**src/rtl/qph_pkg.sv**
```systemverilog
// Shared types and constants for the quadratic probing hash table.
package qph_pkg;

    localparam int TABLE_SIZE_DEF = 256;
    localparam int KEY_BITS_DEF   = 32;

    localparam int KIND_W      = 2;
    localparam int KEY_W       = 32;
    localparam int HASH_W      = 32;
    localparam int VALUE_W     = 32;
    localparam int STATUS_W    = 3;
    localparam int SLOT_OUT_W  = 8;
    localparam int COUNT_OUT_W = 9;
    localparam int MARK_W      = 2;

    localparam logic [KIND_W-1:0] KIND_INSERT = 2'd0;
    localparam logic [KIND_W-1:0] KIND_DELETE = 2'd1;

    localparam logic [MARK_W-1:0] MARK_EMPTY    = 2'd0;
    localparam logic [MARK_W-1:0] MARK_OCCUPIED = 2'd1;
    localparam logic [MARK_W-1:0] MARK_DELETED  = 2'd2;

    localparam logic [STATUS_W-1:0] ST_INSERTED  = 3'd0;
    localparam logic [STATUS_W-1:0] ST_DUPLICATE = 3'd1;
    localparam logic [STATUS_W-1:0] ST_FULL      = 3'd2;
    localparam logic [STATUS_W-1:0] ST_FOUND     = 3'd3;
    localparam logic [STATUS_W-1:0] ST_NOT_FOUND = 3'd4;
    localparam logic [STATUS_W-1:0] ST_DELETED   = 3'd5;

    typedef struct packed {
        logic [KIND_W-1:0]  kind;
        logic [KEY_W-1:0]   key;
        logic [HASH_W-1:0]  hash;
        logic [VALUE_W-1:0] value;
    } req_t;

    typedef struct packed {
        logic [STATUS_W-1:0]    status;
        logic [VALUE_W-1:0]     value_out;
        logic [SLOT_OUT_W-1:0]  slot_index;
        logic [COUNT_OUT_W-1:0] element_count;
    } rsp_t;

endpackage

```
**src/rtl/qph_mod.sv**
```systemverilog
// Reduction of the hash modulo the table size by multiplication with a fixed reciprocal.
module qph_mod import qph_pkg::*; #(
    parameter int TABLE_SIZE = TABLE_SIZE_DEF
) (
    input  logic                          clk,
    input  logic                          rst_n,
    input  logic                          start,
    input  logic [HASH_W-1:0]             hash,
    output logic                          done,
    output logic [$clog2(TABLE_SIZE)-1:0] home
);

    localparam int AW      = $clog2(TABLE_SIZE);
    localparam int RECIP_W = HASH_W + 1;
    localparam int LO_W    = 16;
    localparam int HI_W    = RECIP_W - LO_W;
    localparam int PLO_W   = HASH_W + LO_W;
    localparam int PHI_W   = HASH_W + HI_W;
    localparam int PROD_W  = HASH_W + RECIP_W;

    // Rounding the reciprocal up keeps the quotient exact for every hash value, because the
    // table size never exceeds two to the power AW.
    localparam logic [63:0]     RECIP    = ((64'd1 << (HASH_W + AW)) / 64'(TABLE_SIZE)) + 64'd1;
    localparam logic [LO_W-1:0] RECIP_LO = RECIP[LO_W-1:0];
    localparam logic [HI_W-1:0] RECIP_HI = RECIP[RECIP_W-1:LO_W];
    localparam logic [AW-1:0]   SIZE_LOW = AW'(TABLE_SIZE);

    logic [3:0]        stage_reg, stage_next;
    logic [HASH_W-1:0] hash_reg;
    logic [PLO_W-1:0]  prod_lo_reg, prod_lo_next;
    logic [PHI_W-1:0]  prod_hi_reg, prod_hi_next;
    logic [PROD_W-1:0] prod_sum;
    logic [HASH_W-1:0] quot_reg, quot_next;
    logic [AW-1:0]     home_reg, home_next;

    always_comb
    begin
        stage_next   = {stage_reg[2:0], start};
        prod_lo_next = PLO_W'(hash_reg) * PLO_W'(RECIP_LO);
        prod_hi_next = PHI_W'(hash_reg) * PHI_W'(RECIP_HI);
        prod_sum     = {prod_hi_reg, LO_W'(0)} + PROD_W'(prod_lo_reg);
        quot_next    = HASH_W'(prod_sum >> (HASH_W + AW));
        // The remainder is below the table size, so its low AW bits are all that is needed.
        home_next    = hash_reg[AW-1:0] - AW'(quot_reg[AW-1:0] * SIZE_LOW);
    end

    always_ff @(posedge clk or negedge rst_n)
    begin
        if (!rst_n)
        begin
            stage_reg <= '0;
        end
        else
        begin
            stage_reg <= stage_next;
        end
    end

    always_ff @(posedge clk)
    begin
        if (start)
            hash_reg <= hash;
        if (stage_reg[0])
        begin
            prod_lo_reg <= prod_lo_next;
            prod_hi_reg <= prod_hi_next;
        end
        if (stage_reg[1])
            quot_reg <= quot_next;
        if (stage_reg[2])
            home_reg <= home_next;
    end

    assign done = stage_reg[3];
    assign home = home_reg;

endmodule

```
**config.mk**
```make
export PLATFORM = sky130hd
export DESIGN_NAME = qph_mod
export DESIGN_NICKNAME = d
export VERILOG_FILES = /design/src/rtl/qph_pkg.sv /design/src/rtl/qph_mod.sv
export SDC_FILE = /design/constraint.sdc
export NUM_CORES = 1
export LEC_CHECK = 0
export CAP_MARGIN = 0
export CORE_UTILIZATION = 40
export CTS_CLUSTER_SIZE = 20
export DETAILED_ROUTE_END_ITERATION = 8
export DONT_BUFFER_PORTS = 1
export PLACE_DENSITY = 0.57
export SLEW_MARGIN = 0
export SYNTH_ARGS = -nofsm -noshare
export SYNTH_HDL_FRONTEND = slang
export SYNTH_SLANG_ARGS = --single-unit
```
**constraint.sdc**
```tcl
create_clock -name clk -period 1.9 [get_ports clk]
set_input_delay 0.095 -clock clk [delete_from_list [all_inputs] [get_ports clk]]
set_output_delay 0.095 -clock clk [all_outputs]
set_load 0.01 [all_outputs]
```
==> results.md, run 1 <==
• **Placeable Area** 1320 µm²
• **clock transition at the register clock pins on the worst setup and hold paths after CTS** 0.09 ns
• **number of antenna violations at the first check in global routing** 0
• **Multi-Input Combinational** 0
• **Syn Inst Count** 20
• **number of maximum-capacitance constraint violations** 0
• **crit path buf inv count** 1
• **number of input and output port buffers inserted** 0
• **largest cells by area after synthesis** edfxtp_1 (83%), dfrtp_1 (17%)
• **final worst path period share** 0.470
• **Root Buffer Master** clkbuf_4
• **leading cell type in the layout, fill and taps excluded** edfxtp_1
• **total number of yosys warnings** 0
• **startpoint-to-endpoint class of the critical path** primary input to flip-flop
• **synthesized area** 581 µm²
• **H-tree depth** 1
• **detailed-route wire length** 686 µm
• **clock skew after layout** 0.00162 ns
• **Bufs on Longest Clock Path** 2
• **number of cell rows** 13
• **Sum Neg Setup Slack** 0 ns
• **cell type of the slowest stage on the worst timing path** dlygate4sd3_1
• **WP data required** 1.86 ns
• **fraction of final layout cells with drive strength greater than 1** 0.0882
• **number of placed I/O pins** 44
• **Net Count, Synth** 55
• **global-route total usage across every layer** 0.103
• **drt pass-1 iters** 3
• **overall power of the completed layout** 0.000735 W
• **1st-iter DRT viols** 4
• **CP peak stage delay** 0.75 ns
• **unrepaired setup endpoints after global routing** no
• **largest driver fanout on the critical path** 9
• **endpoint type of the worst setup path** flip-flop
• **number of global-route vias before repair** 206
• **CTS sink count** 20
• **via count normalized by instance count** 4.76
• **RD Place Congestion** 0.627
• **Die X** 40.1 µm
• **post-route ant nets** 0
• **family of cells with the greatest summed delay on the critical path** buffers and inverters
• **area of the multi-input gates** 0 µm²
• **number of cells upsized or downsized after cts** 0
• **max-slew headroom at the worst pin** 0.759
• **synthesis-stage register bit count** 20
• **most frequent cells in the layout** edfxtp_1 (16), dlygate4sd3_1 (10), dfrtp_1 (4), clkbuf_4 (3), clkbuf_1 (1)
• **maximum vdd ir drop** 0.424 mV
• **CTS tree** done
• **average cell area after synthesis** 29.0 µm²
• **time the final worst path needs with I/O delays and setup** 0.893 ns
• **r2r setup slk** 1.02 ns
• **Starting Density** 0.441
• **total via count in the routed design** 233
• **library cell occupying the most area in the post-synthesis netlist** edfxtp_1
• **measured slew at the worst slew-check pin** 0.361 ns
• **post-synthesis sequential area ratio** 1.00
• **die height** 40.1 µm
• **die area** 1610 µm²
• **pin count of the biggest net entering global routing** 12
• **share of Yosys cell area claimed by the top area cell type** 0.828
• **number of buffers created by CTS** 3
• **Area Overhead vs Synth** 25.0%
• **final-report max-slew violation count** 0
• **power density over the cells** 1010 nW/µm²
• **Antenna Diode Count** 0
• **Max Clk Rate** 1120 MHz
• **final number of setup-violating endpoints** 0
• **sum of overflow across all layers after global routing** 0
• **Final Hold Vio Count** 0
• **first-pass GRT wire length** 924 µm
• **type of the tightest min-delay check** primary input to asynchronous set/reset pin
• **fill cell count** 110
• **startpoint type of the worst setup path** primary input
• **# nets final** 70
• **result of the run** complete, no violations
• **CP cell instances** dlygate4sd3_1
• **clock latency reported for the late side of the worst-skew pair** 0.28 ns
• **leakage dissipation** 0.260 nW
• **post-detailed-route DRC marker count** 0
• **distinct cell type count of the synthesized netlist** 2
• **detailed-route wire length per cell** 14.0 µm
• **endpoint arrival time on the critical path** 0.85 ns
## per-layer routing
layer  routed length, µm  track usage  vias to the layer above
met5                   0            0                        -
met4                  14       0.0776                        0
met3                  32       0.0500                        4
met2                 387        0.161                       13
met1                 252        0.106                      112
li1                    -            -                      104
## report_power, final
group          leakage, nW  switching (W)  internal, W  total (W)
registers            0.203      0.0000177     0.000508   0.000526
clock network       0.0150       0.000107    0.0000814   0.000188
logic               0.0418     0.00000687    0.0000137  0.0000206
## per-stage QoR
stage               cell area (µm²)  std cells  hold WS (ns)  setup slack [ns]  utilization
CTS                             726         49        0.0558              1.00        0.551
detailed placement              599         35        -0.200             0.997        0.455
finish                          726         49        0.0615              1.01        0.551
floorplan                       581         20        -0.201              1.11            -
global route                    726         49        0.0589             0.964        0.551
global placement                599         35        -0.200              1.03        0.455
## logic make-up (layout without fill, tap and decap cells)
kind of cell | after synthesis | in the layout | synth area share
flip-flops | 20 | 20 | 1.00
buffers and inverters | 0 | 14 | 0
## synth_stat cells
cell type	number
edfxtp_1	16
dfrtp_1	4
## layout make-up
class	instances	area, µm²	share of cell area
Clock buffer	4	26.3	0.0362
Sequential cell	20	581	0.800
Tap cell	15	18.8	0.0259
Timing Repair Buffer	10	100	0.138
## timing repair
item,in CTS,in global routing
hold buffers,10,0
hold endpoints to repair,21,0
buffers inserted,0,0
## final timing paths
path	from	endpoint	cells past startpoint
setup reg to reg	stage_reg[2]	home[7]	0
min in group clk	stage_reg[0]	stage_reg[1]	0
hold / removal	rst_n	stage_reg[0]	1
max in group asynchronous	rst_n	stage_reg[1]	1
setup / recovery	start	hash_reg[1]	1
hold reg to reg	stage_reg[0]	stage_reg[1]	0
Power figures use the tool's default switching activity.
==> inputs of run 2 (changes only) <==
Clock period 1.9 ns to 0.9 ns, I/O delays scaled along.
==> run 2 against run 1 <==
Compared with the run above:
- sequential share of layout area about the same
- cell count did not move
- via count unchanged
- combinational power increased by 110%
- total power rose by 110%
- largest power group unchanged
- sequential cell count did not move
- design area up 0.17%
- clock power increased by 110%
- worst setup slack got worse by 0.95 ns
==> results.md, run 2 (synthesis gave the netlist of run 1 again) <==
• **amount of wire on met2 after detailed routing** 386 µm
• **max-slew headroom at the worst pin** 0.759
• **pre-CTS setup slack** -0.00312 ns
• **largest driver fanout on the critical path** 9
• **leading cell type in the layout, fill and taps excluded** edfxtp_1
• **# nets final** 70
• **type of the tightest min-delay check** primary input to asynchronous set/reset pin
• **cell type of the slowest stage on the worst timing path** dlygate4sd3_1
• **result of the run** complete, no violations
• **time the final worst path needs with I/O delays and setup** 0.843 ns
• **maximum vdd ir drop** 0.896 mV
• **die height** 40.1 µm
• **first-pass GRT wire length** 924 µm
• **detailed-route wire length** 691 µm
• **drt pass-1 iters** 3
• **crit path buf inv count** 1
• **startpoint-to-endpoint class of the critical path** primary input to flip-flop
• **H-tree depth** 1
• **Bufs on Longest Clock Path** 2
• **Root Buffer Master** clkbuf_4
• **area of the multi-input gates** 0 µm²
• **die area** 1610 µm²
• **final-report max-slew violation count** 0
• **measured slew at the worst slew-check pin** 0.361 ns
• **sequential share of power** 0.716
• **CTS sink count** 20
• **Area Overhead vs Synth** 25.2%
• **Starting Density** 0.441
• **pin count of the biggest net entering global routing** 12
• **Register Area** 582 µm²
• **r2r setup slk** 0.11 ns
• **number of input and output port buffers inserted** 0
• **Placeable Area** 1320 µm²
• **detailed-route wire length per cell** 14.1 µm
• **WP data required** 0.86 ns
• **endpoint arrival time on the critical path** 0.80 ns
• **wire length on met1** 258 µm
• **startpoint type of the worst setup path** primary input
• **number of antenna violations at the first check in global routing** 0
• **fraction of power spent switching nets** 0.179
• **path length in cells of the critical path** 1
• **number of global-route vias before repair** 206
• **Critical R2R Launch** stage_reg[2]
• **number of maximum-capacitance constraint violations** 0
• **setup slack of the critical path after layout** 0.0574 ns
• **Pint** 0.00127 W
• **Antenna Diode Count** 0
• **number of buffers created by CTS** 3
• **1st-iter DRT viols** 4
• **Comb pwr share** 0.028
• **clock skew after layout** 0.00169 ns
• **post-route ant nets** 0
• **number of cells traversed by the worst register-to-register path** 0
• **number of placed I/O pins** 44
• **global-route total usage across every layer** 0.103
• **critical path capture point** hash_reg[1]
• **most frequent cells in the layout** edfxtp_1 (16), dlygate4sd3_1 (10), clkbuf_4 (3), dfrtp_1 (3)
• **leakage dissipation** 0.259 nW
• **power density over the cells** 2130 nW/µm²
• **DR top layer** met4
• **Die X** 40.1 µm
• **clock transition at the register clock pins on the worst setup and hold paths after CTS** 0.09 ns
• **sum of overflow across all layers after global routing** 0
• **CTS tree** done
• **CP peak stage delay** 0.75 ns
• **family of cells with the greatest summed delay on the critical path** buffers and inverters
• **Sum Neg Setup Slack** 0 ns
• **clock latency reported for the late side of the worst-skew pair** 0.28 ns
• **total via count in the routed design** 233
• **Max Clk Rate** 1190 MHz
• **share of total power in the clock network** 0.256
• **final std cell area, no fill** 727 µm²
• **worst setup path startpoint** start
• **worst reg2reg endpoint** home[7]
• **met3 WL** 32 µm
• **fill cell count** 109
• **unrepaired setup endpoints after global routing** no
• **via count normalized by instance count** 4.76
• **RD Place Congestion** 0.627
• **tightest hold margin** 0.0110 ns
• **number of cell rows** 13
• **Final Hold Vio Count** 0
• **endpoint type of the worst setup path** flip-flop
• **net switching component of the power** 0.000277 W
• **final worst path period share** 0.936
• **fraction of final layout cells with drive strength greater than 1** 0.118
• **overall power of the completed layout** 0.00155 W
• **final number of setup-violating endpoints** 0
• **CP cell instances** dlygate4sd3_1
• **Multi-Input Combinational** 0
• **post-detailed-route DRC marker count** 0
• **total placed instance area** 599 µm²
## run 2: cell counts in the layout (fill, tap and decap cells not counted)
Identical to the previous run, type by type.
## run 2: worst min-delay path by stage
| stage | startpoint | endpoint | slack [ns] | cells after the start |
|---|---|---|---|---|
| 6_report | rst_n | stage_reg[0] | 0.01 | 1 |
| 5_1_grt | rst_n | stage_reg[1] | 0.009 | 1 |
| 4_1_cts | rst_n | stage_reg[0] | 0.006 | 1 |
| 3_5_place_dp | rst_n | stage_reg[3] | -0.25 | 0 |
| 3_3_place_gp | rst_n | stage_reg[0] | -0.25 | 0 |
| 2_1_floorplan | rst_n | stage_reg[0] | -0.25 | 0 |
## run 2: final cells by class
class                 instances  share of cell area
Clock buffer                  4              0.0361
Sequential cell              20               0.800
Tap cell                     15              0.0258
Timing Repair Buffer         10               0.138
## run 2: repair_timing
item | in CTS | in global routing
resized for setup | 0 | 1
endpoints found under the hold margin | 21 | 0
hold buffers | 10 | 0
endpoints found under the setup margin | 0 | 8
setup buffers | 0 | 0
## run 2: metal layers
metal	vias up	GRT usage
met2	13	0.161
met4	0	0.0776
li1	104	-
met5	-	0
met3	4	0.0500
met1	112	0.106
## run 2: metrics by stage
stage | utilization | std cells
after detailed placement | 0.455 | 35
after floorplan | - | 20
after global routing | 0.552 | 49
after global placement | 0.455 | 35
after CTS | 0.551 | 49
final | 0.552 | 49
## run 2: power groups by stage
stage	clock, W	combinational, W	sequential, W
global placement	0	0	0.00113
CTS	0.000419	0.0000432	0.00111
finish	0.000397	0.0000435	0.00111
floorplan	0	0	0.00112
detailed placement	0	0	0.00113
global route	0.000465	0.0000463	0.00112
